[config.mk]
export PLATFORM = sky130hd
export DESIGN_NAME = pulse_width_handshake
export DESIGN_NICKNAME = d
export VERILOG_FILES = /design/src/hw/rtl/pwh_pkg.sv /design/src/hw/rtl/pwh_cfg.sv /design/src/hw/rtl/pwh_engine.sv /design/src/hw/rtl/pulse_width_handshake.sv
export SDC_FILE = /design/constraint.sdc
export NUM_CORES = 1
export LEC_CHECK = 0
export BUFFER_PORTS_ARGS = -buffer_cell sky130_fd_sc_hd__buf_2
export CORE_ASPECT_RATIO = 0.7
export CORE_MARGIN = 10
export CORE_UTILIZATION = 43
export DETAILED_ROUTE_END_ITERATION = 6
export PLACE_DENSITY_LB_ADDON = 0.12
export RECOVER_POWER = 100
export SYNTH_ARGS = -nofsm -noshare
export SYNTH_HDL_FRONTEND = slang
export SYNTH_SLANG_ARGS = --single-unit
[constraint.sdc]
create_clock -name clk -period 14.71 [get_ports clk]
set_input_delay 1.471 -clock clk [delete_from_list [all_inputs] [get_ports clk]]
set_output_delay 1.471 -clock clk [all_outputs]
set_load 0.005 [all_outputs]
[src/hw/rtl/pwh_pkg.sv]
// Package for the pulse-width handshake block: shared types, codes and reset defaults.
// Used by pwh_cfg, pwh_engine and pulse_width_handshake; depends on nothing.
`default_nettype none

package pwh_pkg;

    // Default widths handed to the top-level parameters
    localparam int TIMER_BITS_DEF  = 24;
    localparam int WINDOW_BITS_DEF = 16;

    // Fixed field widths
    localparam int TO_W      = 24;
    localparam int LW_W      = 24;
    localparam int CFG_DATA_W = 24;
    localparam int CFG_IDX_W = 3;

    localparam logic [LW_W-1:0] LW_MAX = {LW_W{1'b1}};

    // Register reset values
    localparam int SYNC_WIDTH_RST     = 300;
    localparam int FIRST_MIN_RST      = 250;
    localparam int FIRST_MAX_RST      = 400;
    localparam int SECOND_MIN_RST     = 750;
    localparam int SECOND_MAX_RST     = 900;
    localparam int FIRST_TIMEOUT_RST  = 1000000;
    localparam int SECOND_TIMEOUT_RST = 1000000;

    // Configuration register indexes
    typedef enum logic [CFG_IDX_W-1:0] {
        REG_SYNC_WIDTH     = 3'd0,
        REG_FIRST_MIN      = 3'd1,
        REG_FIRST_MAX      = 3'd2,
        REG_SECOND_MIN     = 3'd3,
        REG_SECOND_MAX     = 3'd4,
        REG_FIRST_TIMEOUT  = 3'd5,
        REG_SECOND_TIMEOUT = 3'd6
    } reg_idx_t;

    // Handshake phase
    typedef enum logic [1:0] {
        PH_IDLE = 2'd0,
        PH_SYNC = 2'd1,
        PH_WAIT = 2'd2
    } phase_t;

    // Completion status
    typedef enum logic [2:0] {
        ST_OK       = 3'd0,
        ST_TIMEOUT1 = 3'd1,
        ST_TIMEOUT2 = 3'd2,
        ST_BAD1     = 3'd3,
        ST_BAD2     = 3'd4
    } status_t;

    // One result item
    typedef struct packed {
        logic            drive_low;
        logic            busy_res;
        logic            done_res;
        status_t         status;
        logic            stage;
        logic [LW_W-1:0] last_width;
    } result_t;

endpackage

`default_nettype wire

[src/hw/rtl/pwh_cfg.sv]
// Configuration register file for the pulse-width handshake.
// Depends on pwh_pkg for register indexes and reset values.
`default_nettype none

module pwh_cfg #(
    parameter int WINDOW_BITS = pwh_pkg::WINDOW_BITS_DEF
) (
    input  wire logic                            clk,
    input  wire logic                            rst_n,
    input  wire logic                            cfg_we,
    input  wire logic [pwh_pkg::CFG_IDX_W-1:0]   cfg_index,
    input  wire logic [pwh_pkg::CFG_DATA_W-1:0]  cfg_data,
    output logic      [WINDOW_BITS-1:0]          sync_width,
    output logic      [WINDOW_BITS-1:0]          first_min,
    output logic      [WINDOW_BITS-1:0]          first_max,
    output logic      [WINDOW_BITS-1:0]          second_min,
    output logic      [WINDOW_BITS-1:0]          second_max,
    output logic      [pwh_pkg::TO_W-1:0]        first_timeout,
    output logic      [pwh_pkg::TO_W-1:0]        second_timeout
);

    logic [WINDOW_BITS-1:0]   sync_width_reg;
    logic [WINDOW_BITS-1:0]   first_min_reg;
    logic [WINDOW_BITS-1:0]   first_max_reg;
    logic [WINDOW_BITS-1:0]   second_min_reg;
    logic [WINDOW_BITS-1:0]   second_max_reg;
    logic [pwh_pkg::TO_W-1:0] first_timeout_reg;
    logic [pwh_pkg::TO_W-1:0] second_timeout_reg;

    logic [WINDOW_BITS-1:0]   win_data;
    logic [pwh_pkg::TO_W-1:0] to_data;

    // Keep the low bits of the write data for each register class
    assign win_data = cfg_data[WINDOW_BITS-1:0];
    assign to_data  = cfg_data[pwh_pkg::TO_W-1:0];

    // Write the selected register; unknown indexes are dropped
    always_ff @(posedge clk or negedge rst_n)
    begin
        if (!rst_n)
        begin
            sync_width_reg     <= WINDOW_BITS'(pwh_pkg::SYNC_WIDTH_RST);
            first_min_reg      <= WINDOW_BITS'(pwh_pkg::FIRST_MIN_RST);
            first_max_reg      <= WINDOW_BITS'(pwh_pkg::FIRST_MAX_RST);
            second_min_reg     <= WINDOW_BITS'(pwh_pkg::SECOND_MIN_RST);
            second_max_reg     <= WINDOW_BITS'(pwh_pkg::SECOND_MAX_RST);
            first_timeout_reg  <= pwh_pkg::TO_W'(pwh_pkg::FIRST_TIMEOUT_RST);
            second_timeout_reg <= pwh_pkg::TO_W'(pwh_pkg::SECOND_TIMEOUT_RST);
        end
        else if (cfg_we)
        begin
            unique case (cfg_index)
                pwh_pkg::REG_SYNC_WIDTH:     sync_width_reg     <= win_data;
                pwh_pkg::REG_FIRST_MIN:      first_min_reg      <= win_data;
                pwh_pkg::REG_FIRST_MAX:      first_max_reg      <= win_data;
                pwh_pkg::REG_SECOND_MIN:     second_min_reg     <= win_data;
                pwh_pkg::REG_SECOND_MAX:     second_max_reg     <= win_data;
                pwh_pkg::REG_FIRST_TIMEOUT:  first_timeout_reg  <= to_data;
                pwh_pkg::REG_SECOND_TIMEOUT: second_timeout_reg <= to_data;
                default:
                begin
                end
            endcase
        end
    end

    assign sync_width     = sync_width_reg;
    assign first_min      = first_min_reg;
    assign first_max      = first_max_reg;
    assign second_min     = second_min_reg;
    assign second_max     = second_max_reg;
    assign first_timeout  = first_timeout_reg;
    assign second_timeout = second_timeout_reg;

endmodule

`default_nettype wire

[src/hw/rtl/pwh_engine.sv]
// Handshake state and per-item next-state logic: sync timing, pulse timing,
// stage timeouts and width checks. Depends on pwh_pkg.
`default_nettype none

module pwh_engine #(
    parameter int TIMER_BITS  = pwh_pkg::TIMER_BITS_DEF,
    parameter int WINDOW_BITS = pwh_pkg::WINDOW_BITS_DEF
) (
    input  wire logic                     clk,
    input  wire logic                     rst_n,
    input  wire logic                     fire,
    input  wire logic                     action,
    input  wire logic                     line_low,
    input  wire logic [WINDOW_BITS-1:0]   sync_width,
    input  wire logic [WINDOW_BITS-1:0]   first_min,
    input  wire logic [WINDOW_BITS-1:0]   first_max,
    input  wire logic [WINDOW_BITS-1:0]   second_min,
    input  wire logic [WINDOW_BITS-1:0]   second_max,
    input  wire logic [pwh_pkg::TO_W-1:0] first_timeout,
    input  wire logic [pwh_pkg::TO_W-1:0] second_timeout,
    output pwh_pkg::result_t              res
);

    localparam int CMP_W = (TIMER_BITS > pwh_pkg::TO_W) ? TIMER_BITS : pwh_pkg::TO_W;
    localparam logic [TIMER_BITS-1:0] TIMER_MAX = {TIMER_BITS{1'b1}};

    pwh_pkg::phase_t        phase_reg, phase_next;
    logic                   stage2_reg, stage2_next;
    logic [TIMER_BITS-1:0]  ticks_reg, ticks_next;
    logic                   measuring_reg, measuring_next;
    logic [TIMER_BITS-1:0]  pulse_reg, pulse_next;
    logic [TIMER_BITS-1:0]  width_reg, width_next;

    logic [TIMER_BITS-1:0]  ticks_inc;
    logic [CMP_W-1:0]       ticks_ext;
    logic [CMP_W-1:0]       width_ext;
    logic [CMP_W-1:0]       limit_ext;
    logic                   completed;
    logic                   timed_out;
    logic                   in_first;
    logic                   in_second;
    logic                   done;
    pwh_pkg::status_t       status;

    // Saturating stage timer step and the common-width views for compares
    assign ticks_inc = (ticks_reg == TIMER_MAX) ? ticks_reg : ticks_reg + 1'b1;
    assign ticks_ext = CMP_W'(ticks_inc);
    assign width_ext = CMP_W'(pulse_reg);
    assign limit_ext = stage2_reg ? CMP_W'(second_timeout) : CMP_W'(first_timeout);

    // A pulse completes on the first high sample while measuring
    assign completed = !line_low && measuring_reg;
    assign timed_out = ticks_ext >= limit_ext;
    assign in_first  = (width_ext > CMP_W'(first_min)) && (width_ext < CMP_W'(first_max));
    assign in_second = (width_ext > CMP_W'(second_min)) && (width_ext < CMP_W'(second_max));

    // Next state for one item; start has priority over the current phase
    always_comb
    begin
        phase_next     = phase_reg;
        stage2_next    = stage2_reg;
        ticks_next     = ticks_reg;
        measuring_next = measuring_reg;
        pulse_next     = pulse_reg;
        width_next     = width_reg;
        done           = 1'b0;
        status         = pwh_pkg::ST_OK;

        if (action)
        begin
            phase_next     = pwh_pkg::PH_SYNC;
            stage2_next    = 1'b0;
            ticks_next     = '0;
            measuring_next = 1'b0;
            pulse_next     = '0;
            width_next     = '0;
        end
        else
        begin
            unique case (phase_reg)
                pwh_pkg::PH_SYNC:
                begin
                    if (CMP_W'(ticks_inc) >= CMP_W'(sync_width))
                    begin
                        phase_next     = pwh_pkg::PH_WAIT;
                        ticks_next     = '0;
                        measuring_next = 1'b0;
                        pulse_next     = '0;
                    end
                    else
                    begin
                        ticks_next = ticks_inc;
                    end
                end
                pwh_pkg::PH_WAIT:
                begin
                    // Time the low pulse
                    if (line_low)
                    begin
                        if (!measuring_reg)
                        begin
                            measuring_next = 1'b1;
                            pulse_next     = TIMER_BITS'(1);
                        end
                        else
                        begin
                            pulse_next = (pulse_reg == TIMER_MAX) ? pulse_reg
                                                                  : pulse_reg + 1'b1;
                        end
                    end
                    else if (measuring_reg)
                    begin
                        measuring_next = 1'b0;
                        width_next     = pulse_reg;
                    end
                    ticks_next = ticks_inc;

                    // Timeout wins over a pulse completing on the same tick
                    if (timed_out)
                    begin
                        done   = 1'b1;
                        status = stage2_reg ? pwh_pkg::ST_TIMEOUT2 : pwh_pkg::ST_TIMEOUT1;
                    end
                    else if (completed)
                    begin
                        if (in_first)
                        begin
                            stage2_next    = 1'b1;
                            ticks_next     = '0;
                            measuring_next = 1'b0;
                            pulse_next     = '0;
                        end
                        else if (stage2_reg && in_second)
                        begin
                            done   = 1'b1;
                            status = pwh_pkg::ST_OK;
                        end
                        else
                        begin
                            done   = 1'b1;
                            status = stage2_reg ? pwh_pkg::ST_BAD2 : pwh_pkg::ST_BAD1;
                        end
                    end
                    if (done)
                    begin
                        phase_next = pwh_pkg::PH_IDLE;
                    end
                end
                default:
                begin
                    phase_next = pwh_pkg::PH_IDLE;
                end
            endcase
        end
    end

    // Result item from the state after this item
    always_comb
    begin
        res.drive_low  = (phase_next == pwh_pkg::PH_SYNC);
        res.busy_res   = (phase_next != pwh_pkg::PH_IDLE);
        res.done_res   = done;
        res.status     = status;
        res.stage      = stage2_next;
        res.last_width = (CMP_W'(width_next) > CMP_W'(pwh_pkg::LW_MAX))
                         ? pwh_pkg::LW_MAX : pwh_pkg::LW_W'(width_next);
    end

    // Advance the state on each accepted item
    always_ff @(posedge clk or negedge rst_n)
    begin
        if (!rst_n)
        begin
            phase_reg     <= pwh_pkg::PH_IDLE;
            stage2_reg    <= 1'b0;
            ticks_reg     <= '0;
            measuring_reg <= 1'b0;
            pulse_reg     <= '0;
            width_reg     <= '0;
        end
        else if (fire)
        begin
            phase_reg     <= phase_next;
            stage2_reg    <= stage2_next;
            ticks_reg     <= ticks_next;
            measuring_reg <= measuring_next;
            pulse_reg     <= pulse_next;
            width_reg     <= width_next;
        end
    end

    // A finishing item always leaves the block idle
    assert property (@(posedge clk) disable iff (!rst_n)
        fire && done |=> phase_reg == pwh_pkg::PH_IDLE)
        else $error("handshake not idle after finishing item");

    // A start item always enters sync at stage one
    assert property (@(posedge clk) disable iff (!rst_n)
        fire && action |=> phase_reg == pwh_pkg::PH_SYNC && !stage2_reg)
        else $error("start did not enter sync");

    // Pulse timing is never live during sync; a start clears it
    assert property (@(posedge clk) disable iff (!rst_n)
        measuring_reg |-> phase_reg != pwh_pkg::PH_SYNC)
        else $error("pulse timer active during sync phase");

    // Stage two is only reached through the wait phase
    assert property (@(posedge clk) disable iff (!rst_n)
        phase_reg == pwh_pkg::PH_SYNC |-> !stage2_reg)
        else $error("stage two set during sync");

endmodule

`default_nettype wire

[src/hw/rtl/pulse_width_handshake.sv]
// Pulse-width handshake with a sensor over one shared line, one tick or start per item.
// An accepted item reaches its result through the input register and then the result register.
// Throughput: one item per cycle while result_stall is low; the state update is a single pass between the registers.
// Reset: asynchronous, active low; phase idle, timers clear, config registers to defaults.
// Depends on pwh_pkg, pwh_cfg and pwh_engine.
`default_nettype none

module pulse_width_handshake #(
    parameter int TIMER_BITS  = pwh_pkg::TIMER_BITS_DEF,
    parameter int WINDOW_BITS = pwh_pkg::WINDOW_BITS_DEF
) (
    input  wire logic                            clk,
    input  wire logic                            rst_n,
    // Configuration write port
    input  wire logic                            cfg_we,
    input  wire logic [pwh_pkg::CFG_IDX_W-1:0]   cfg_index,
    input  wire logic [pwh_pkg::CFG_DATA_W-1:0]  cfg_data,
    // Tick/start channel
    input  wire logic                            tick_valid,
    output logic                                 tick_stall,
    input  wire logic                            action,
    input  wire logic                            line_low,
    // Result channel
    output logic                                 result_valid,
    input  wire logic                            result_stall,
    output logic                                 drive_low,
    output logic                                 busy_res,
    output logic                                 done_res,
    output logic      [2:0]                      status,
    output logic                                 stage,
    output logic      [pwh_pkg::LW_W-1:0]        last_width
);

    logic [WINDOW_BITS-1:0]   sync_width;
    logic [WINDOW_BITS-1:0]   first_min;
    logic [WINDOW_BITS-1:0]   first_max;
    logic [WINDOW_BITS-1:0]   second_min;
    logic [WINDOW_BITS-1:0]   second_max;
    logic [pwh_pkg::TO_W-1:0] first_timeout;
    logic [pwh_pkg::TO_W-1:0] second_timeout;

    logic              in_vld_reg;
    logic              action_reg;
    logic              line_low_reg;
    logic              out_vld_reg;
    pwh_pkg::result_t  res_reg;
    pwh_pkg::result_t  res_next;
    logic              advance;
    logic              accept;

    pwh_cfg #(
        .WINDOW_BITS (WINDOW_BITS)
    ) u_cfg (
        .clk            (clk),
        .rst_n          (rst_n),
        .cfg_we         (cfg_we),
        .cfg_index      (cfg_index),
        .cfg_data       (cfg_data),
        .sync_width     (sync_width),
        .first_min      (first_min),
        .first_max      (first_max),
        .second_min     (second_min),
        .second_max     (second_max),
        .first_timeout  (first_timeout),
        .second_timeout (second_timeout)
    );

    pwh_engine #(
        .TIMER_BITS  (TIMER_BITS),
        .WINDOW_BITS (WINDOW_BITS)
    ) u_engine (
        .clk            (clk),
        .rst_n          (rst_n),
        .fire           (advance),
        .action         (action_reg),
        .line_low       (line_low_reg),
        .sync_width     (sync_width),
        .first_min      (first_min),
        .first_max      (first_max),
        .second_min     (second_min),
        .second_max     (second_max),
        .first_timeout  (first_timeout),
        .second_timeout (second_timeout),
        .res            (res_next)
    );

    // Move the held item into the result register when that register frees up
    assign advance    = in_vld_reg && (!out_vld_reg || !result_stall);
    assign tick_stall = in_vld_reg && !advance;
    assign accept     = tick_valid && !tick_stall;

    // Input register
    always_ff @(posedge clk or negedge rst_n)
    begin
        if (!rst_n)
        begin
            in_vld_reg <= 1'b0;
        end
        else if (accept)
        begin
            in_vld_reg <= 1'b1;
        end
        else if (advance)
        begin
            in_vld_reg <= 1'b0;
        end
    end

    always_ff @(posedge clk)
    begin
        if (accept)
        begin
            action_reg   <= action;
            line_low_reg <= line_low;
        end
    end

    // Result register: load on advance, drop when taken
    always_ff @(posedge clk or negedge rst_n)
    begin
        if (!rst_n)
        begin
            out_vld_reg <= 1'b0;
        end
        else if (advance)
        begin
            out_vld_reg <= 1'b1;
        end
        else if (!result_stall)
        begin
            out_vld_reg <= 1'b0;
        end
    end

    always_ff @(posedge clk)
    begin
        if (advance)
        begin
            res_reg <= res_next;
        end
    end

    assign result_valid = out_vld_reg;
    assign drive_low    = res_reg.drive_low;
    assign busy_res     = res_reg.busy_res;
    assign done_res     = res_reg.done_res;
    assign status       = 3'(res_reg.status);
    assign stage        = res_reg.stage;
    assign last_width   = res_reg.last_width;

    // Every held item moves on in the same cycle that the result register is taken
    assert property (@(posedge clk) disable iff (!rst_n)
        in_vld_reg && out_vld_reg && !result_stall |-> advance)
        else $error("held item not advanced into free result register");

    // An item can only be refused while one is already held
    assert property (@(posedge clk) disable iff (!rst_n)
        tick_stall |-> in_vld_reg && out_vld_reg)
        else $error("input stalled with room available");

    // A result appears in the cycle after an item advances
    assert property (@(posedge clk) disable iff (!rst_n)
        advance |=> out_vld_reg)
        else $error("advanced item produced no result");

endmodule

`default_nettype wire
==> results of run 1 <==
==> synthesized netlist by cell type, types with 27 or more instances <==
master,count,area [µm²]
sky130_fd_sc_hd__nand2_1,196,735.7
sky130_fd_sc_hd__o21ai_0,102,510.5
sky130_fd_sc_hd__dfstp_2,38,998.5
sky130_fd_sc_hd__clkbuf_1,52,195.2
sky130_fd_sc_hd__nand4_1,36,225.2
sky130_fd_sc_hd__ha_1,105,1314
sky130_fd_sc_hd__inv_1,114,427.9
sky130_fd_sc_hd__a211oi_1,27,202.7
sky130_fd_sc_hd__nand3_1,33,165.2
sky130_fd_sc_hd__a21oi_1,57,285.3
sky130_fd_sc_hd__mux2_2,94,1059
sky130_fd_sc_hd__nor2_1,37,138.9
sky130_fd_sc_hd__edfxtp_1,33,991.0
sky130_fd_sc_hd__dfrtp_1,168,4204
==> per-stage QoR <==
stage / util (%) / power, µW / hold WS (ps)
finish: 48.64 / 1902 / 482.8
global route: 48.64 / 2017 / 509.0
CTS: 49.01 / 1927 / 484.5
detailed placement: 46.01 / 1213 / 468.0
global placement: 46.01 / 1204 / 465.7
floorplan: - / 1084 / 448.2
==> cell type report <==
cell class              instances  area [µm²]
flip-flops and latches        239        6193
fillers                      2951       15890
clock buffers                  31       719.4
repair buffers                 82       379.1
well taps                     420       525.5
clock inverters                17       206.4
inverters                     114       427.9
multi-input cells             931        6600
==> routing by layer <==
layer / wire, µm / up-vias / GRT usage [%]
li1: - / 4934 / -
met1: 18590 / 4985 / 28.26
met2: 13900 / 197 / 24.15
met3: 1647 / 30 / 2.905
met4: 377 / 0 / 2.824
met5: 0 / - / 0
==> power by group through the flow <==
| stage | combinational (µW) | sequential [µW] | clock (µW) |
|---|---|---|---|
| final | 377 | 824 | 701 |
| after global routing | 432 | 836 | 749 |
| after CTS | 382 | 823 | 722 |
| after detailed placement | 379 | 834 | 0 |
| after global placement | 372 | 831 | 0 |
| after floorplan | 263 | 821 | 0 |
==> cells by family after synthesis <==
| kind of cell | after synthesis |
|---|---|
| flops | 239 |
| compound gates | 288 |
| fa+ha+maj | 105 |
| buf+inv | 173 |
| mux | 119 |
| simple gates | 403 |
| xor+xnor | 16 |
==> path summary, 6_finish.rpt <==
check                                            from                       to  slack, ps  cells past startpoint
worst max-delay path                            rst_n       u_cfg.first_min[0]       7050                      3
worst min-delay path                       in_vld_reg             result_valid        480                      1
worst max register to register  u_engine.ticks_reg[1]    u_engine.pulse_reg[2]       7620                     19
worst min register to register             in_vld_reg             result_valid        480                      1
max in group clk                u_engine.ticks_reg[1]    u_engine.pulse_reg[2]       7620                     19
min in group asynchronous                       rst_n  u_cfg.first_timeout[20]       2500                      1
==> qor.json, run 1 <==
{
  "logic_synthesis": {
    "synthesized_area_fraction_occupied_by_adder_cells_pct": 9.780,
    "post_synth.cell_area_avg_um2": 10.00,
    "synth.yosys.warnings": 0,
    "count_of_flip_flops_with_a_built_in_enable_after_synthesis": 33,
    "synth-main-ff-cell": "sky130_fd_sc_hd__dfrtp_1",
    "share_of_the_synthesized_netlist_area_taken_by_xor_and_xnor_gates_pct": 1.043,
    "syn-instance-count": 1343,
    "post_synth_and_or_nand_nor_area_fraction_pct": 14.71,
    "synth_sequential_area_ratio_pct": 46.11,
    "largest_family_of_logic_cells_by_synthesized_area": "simple AND/OR/NAND/NOR gates",
    "synthesis.nets": 1482,
    "multiplexer_fraction_of_the_synthesized_cell_area_pct": 9.743,
    "post_synthesis_cell_area_um2": 13430,
    "yosys_register_bits": 239,
    "synth-compound-area-share_pct": 13.72,
    "synth.distinct_cells": 71,
    "ys_async_sr_fraction_pct": 86.19
  },
  "power": {
    "switching_share_pct": 29.35,
    "irDropWorstVdd_mv": 0.1332,
    "switchingPower_uw": 558.1,
    "combinationalPowerShare_pct": 19.8,
    "power.clock.fraction_pct": 36.9,
    "internal-power_uw": 1344,
    "cellPowerDensity_nw_per_um2": 126.3,
    "pwr-share-seq_pct": 43.3,
    "p_leak_uw": 0.006521
  },
  "status": {
    "violations_in_the_final_reports": "capacitance limit, slew limit",
    "run_status": "finished with violations"
  },
  "global_routing": {
    "number_of_antenna_violations_at_the_first_check_in_global_routing": 0,
    "first_global_vias": 9668,
    "grt_util_all_layers_pct": 17.61,
    "grt.overflow.total": 0,
    "grt_start_max_net_pins": 83,
    "global_route_wire_length_before_repair_mm": 55.40
  },
  "placement": {
    "post-dp-hpwl_mm": 24.22,
    "placement.io_buffers": 66,
    "routabilityCongestion": 0.9015,
    "dpl_cell_area_um2": 14240,
    "pre_cts_slack_ps": 8209,
    "dpl.cell_count": 1786
  },
  "floorplanning": {
    "placement_rows": 54,
    "chipHeight_um": 167.9,
    "floorplan.die_area_um2": 38820,
    "initial_core_util_pct": 43.41,
    "core_region_area_um2": 30940,
    "ioPinCount": 67,
    "fp.dieW_um": 231.3
  },
  "critical_path": {
    "worst-path-max-fanout": 82,
    "critical_path.most_common_cell": "sky130_fd_sc_hd__clkbuf_1",
    "cell_family_with_the_largest_share_of_critical_path_delay": "buffers and inverters",
    "worstSetupEndpointType": "asynchronous set/reset pin",
    "required_worst_endpoint_ps": 15270,
    "critical-path-max-stage-delay_ps": 3090,
    "worstPathArrival_ps": 8220,
    "critical_path.cell_chain": "clkbuf_1 -> clkbuf_1 -> buf_4",
    "timing.setup.critical_path_class": "in -> async",
    "start_kind": "input pin",
    "slowest_stage": "sky130_fd_sc_hd__clkbuf_1",
    "critPathBufInv": 3
  },
  "drt": {
    "route.detailed.vias_per_inst": 5.532,
    "drc": 0,
    "ant_nets": 0,
    "routed_wirelength_mm": 34.52,
    "wire_per_inst_um": 18.82,
    "detailroute.via_count": 10150,
    "drtPass1Iterations": 5,
    "first_iter_violations": 805
  },
  "finish": {
    "most-common-layout-cells": "sky130_fd_sc_hd__nand2_1 (196), sky130_fd_sc_hd__dfrtp_1 (168), sky130_fd_sc_hd__inv_1 (114), sky130_fd_sc_hd__ha_1 (105), sky130_fd_sc_hd__o21ai_0 (102)",
    "final_layout_size_suffix_gt1_share_pct": 17.33,
    "final_cell_area_um2": 15050,
    "antenna-diode-count": 0,
    "layoutNonFillerInstCount": 1834,
    "nets": 1533,
    "areaGrowthSynthToFinish_pct": 12.05,
    "layout_commonest_cell": "sky130_fd_sc_hd__nand2_1"
  },
  "sta": {
    "fmaxAchievable_mhz": 130.5,
    "final.setup.worst_slack_ps": 7049,
    "setup_viol": 0,
    "layout_min_cycle_time_ps": 7661,
    "rsz0062_at_grt": "false",
    "drv_slew": 259,
    "finalHoldViolCount": 0,
    "totalNegativeSetupSlack_ps": 0,
    "normalized_max_slew_margin_pct": -199.2,
    "transition_time_at_the_pin_with_the_least_slew_margin_ps": 4489,
    "clock_skew_ps": 29.55,
    "final.period_utilization_pct": 52.08
  },
  "cts": {
    "cts_buffers": 26,
    "postCtsResizedCells": 0,
    "worst_skew_late_latency_ps": 560,
    "cts.clk_slew.worst_paths_ps": 60,
    "cts_tree": "yes",
    "numClockSinks": 239,
    "clock-root-buffer": "sky130_fd_sc_hd__clkbuf_16",
    "clock_tree.buffer_depth": 3,
    "post_cts_buffers": 0,
    "cts_hold_buffers": 0,
    "ctsHtreeMaxLevel": 1
  },
  "run": {
    "cap_viol_max_count": 5
  },
  "hold_path": {
    "hp-class": "reg -> reg"
  }
}
(Power assumes the default switching activity.)
==> run 2, diff against run 1 <==
Clock period 14.71 ns to 7.1 ns, I/O delays scaled along.
==> qor.json, run 2 (same netlist as run 1, synthesis figures left out) <==
{
  "drt": {
    "ant_nets": 0,
    "route.detailed.vias_per_inst": 5.539,
    "routed_wirelength_mm": 34.88,
    "wire_per_inst_um": 18.98,
    "detailroute.via_count": 10180,
    "drc": 0,
    "first_iter_violations": 808,
    "drtPass1Iterations": 5
  },
  "cts": {
    "cts_tree": "yes",
    "numClockSinks": 239,
    "clock_tree.buffer_depth": 3,
    "ctsHtreeMaxLevel": 1,
    "cts_buffers": 27,
    "worst_skew_late_latency_ps": 560,
    "cts.clk_slew.worst_paths_ps": 60,
    "clock-root-buffer": "sky130_fd_sc_hd__clkbuf_16"
  },
  "finish": {
    "nets": 1536,
    "layoutNonFillerInstCount": 1838,
    "layout_commonest_cell": "sky130_fd_sc_hd__nand2_1",
    "most-common-layout-cells": "sky130_fd_sc_hd__nand2_1 (196), sky130_fd_sc_hd__dfrtp_1 (168), sky130_fd_sc_hd__inv_1 (114), sky130_fd_sc_hd__ha_1 (105), sky130_fd_sc_hd__o21ai_0 (102)",
    "areaGrowthSynthToFinish_pct": 12.82,
    "antenna-diode-count": 0,
    "final_util_pct": 48.97,
    "final_layout_size_suffix_gt1_share_pct": 17.63
  },
  "global_routing": {
    "grt_util_all_layers_pct": 17.76,
    "grt_start_max_net_pins": 74,
    "global_route_wire_length_before_repair_mm": 55.60,
    "first_global_vias": 9544,
    "grt.overflow.total": 0,
    "number_of_antenna_violations_at_the_first_check_in_global_routing": 0
  },
  "placement": {
    "routabilityCongestion": 0.8788,
    "post-dp-hpwl_mm": 24.49,
    "placement.io_buffers": 66,
    "dpl.cell_count": 1788
  },
  "power": {
    "irDropWorstVdd_mv": 0.2070,
    "cellPowerDensity_nw_per_um2": 269.7,
    "p_leak_uw": 0.006580
  },
  "floorplanning": {
    "placement_rows": 54,
    "core_region_area_um2": 30940,
    "initial_core_util_pct": 43.41,
    "floorplan.die_area_um2": 38820,
    "fp.dieW_um": 231.3,
    "chipHeight_um": 167.9,
    "ioPinCount": 67
  },
  "sta": {
    "normalized_max_slew_margin_pct": -156.9,
    "clock_skew_ps": 20.67,
    "rsz0062_at_grt": "false",
    "layout_min_cycle_time_ps": 6469,
    "drv_slew": 324,
    "transition_time_at_the_pin_with_the_least_slew_margin_ps": 3854,
    "fmaxAchievable_mhz": 154.6,
    "finalHoldViolCount": 0,
    "totalNegativeSetupSlack_ps": 0,
    "final.period_utilization_pct": 91.11,
    "setup_viol": 0
  },
  "critical_path": {
    "required_worst_endpoint_ps": 7550,
    "start_kind": "flop",
    "worstPathArrival_ps": 6910,
    "worstSetupEndpointType": "flop",
    "worst-path-max-fanout": 18,
    "timing.setup.critical_path_class": "reg -> reg",
    "rr_worst_depth": 18
  },
  "run": {
    "cap_viol_max_count": 6
  },
  "hold_path": {
    "min_path_cells": 1,
    "hp-class": "in -> reg"
  },
  "status": {
    "violations_in_the_final_reports": "capacitance limit, slew limit",
    "run_status": "finished with violations"
  }
}
run 2: cell types whose count changed in the layout (fill, tap and decap cells not counted), sizes merged:
cell and delta:
buf -2, clkinv -3, inv +1, clkbuf +6
clkinvlp -1, bufinv +3
run 2: final cells by class:
cell class                      instances  area, µm²
Clock buffer                           33      738.2
Clock inverter                         17      274.0
Fill cell                            2913      15790
Inverter                              114      427.9
Multi-Input combinational cell        931       6606
Sequential cell                       239       6193
Tap cell                              420      525.5
Timing Repair Buffer                   84      389.1
run 2: report_power, final:
part / leakage [µW] / internal [µW] / switching [µW] / total, µW
logic: 0.00320 / 305 / 483 / 789
clock network: 0.000489 / 993 / 596 / 1590
registers: 0.00289 / 1610 / 95.8 / 1710
total: 0.00658 / 2910 / 1180 / 4090
run 2: final timing paths:
| check | from | endpoint | slack, ps |
|---|---|---|---|
| max in group asynchronous | rst_n | u_cfg.first_min[0] | 2260 |
| hold reg to reg | in_vld_reg | result_valid | 490 |
| setup reg to reg | u_engine.ticks_reg[1] | u_engine.ticks_reg[3] | 630 |
| hold / removal | action | action_reg | 330 |
| min in group asynchronous | rst_n | u_cfg.second_timeout[20] | 1470 |
| setup / recovery | u_engine.ticks_reg[1] | u_engine.ticks_reg[3] | 630 |
run 2: worst max-delay path, cell delays in order, from the launching register on:
cell and delay (ps):
sky130_fd_sc_hd__dfrtp_1 400, sky130_fd_sc_hd__ha_1 270, sky130_fd_sc_hd__nand4_1 180, sky130_fd_sc_hd__or3_1 480, sky130_fd_sc_hd__or3_1 540, sky130_fd_sc_hd__and4_1 280, sky130_fd_sc_hd__and3_1 220, sky130_fd_sc_hd__nand3_1 100
sky130_fd_sc_hd__xor2_1 220, sky130_fd_sc_hd__inv_1 100, sky130_fd_sc_hd__ha_1 290, sky130_fd_sc_hd__and4_1 220, sky130_fd_sc_hd__and2_0 130, sky130_fd_sc_hd__a221o_1 380, sky130_fd_sc_hd__a2111oi_0 680, sky130_fd_sc_hd__o311ai_2 380
sky130_fd_sc_hd__o21bai_2 430, sky130_fd_sc_hd__nand3_1 610, sky130_fd_sc_hd__o31ai_1 430
run 2: timing repair:
item | 4_1_cts | 5_1_grt
endpoints found under the setup margin | 0 | 17
setup buffers | 0 | 0
gates resized for setup | 0 | 1
hold buffers | 0 | 0
run 2: routing by layer:
| metal | part of all wire, % | vias to the layer above | global-route usage [%] | wire length [µm] |
|---|---|---|---|---|
| li1 | - | 4930 | - | - |
| met1 | 53 | 4979 | 28.39 | 18550 |
| met2 | 40 | 232 | 24.40 | 14090 |
| met3 | 5.1 | 40 | 3.023 | 1771 |
| met4 | 1.4 | 0 | 2.852 | 474 |
| met5 | 0 | - | 0 | 0 |
run 2: stage by stage:
| step | power (µW) | setup WS (ps) | hold WS, ps | area [µm²] |
|---|---|---|---|---|
| after detailed placement | 2515 | 653.9 | 472.8 | 14250 |
| after global routing | 4310 | 163.2 | 309.1 | 15150 |
| final | 4087 | 631.1 | 327.4 | 15150 |
| after CTS | 4130 | 581.3 | 144.8 | 15270 |
| after floorplan | 2246 | 2024 | 414.4 | 13430 |
| after global placement | 2496 | 942.7 | 466.8 | 14250 |
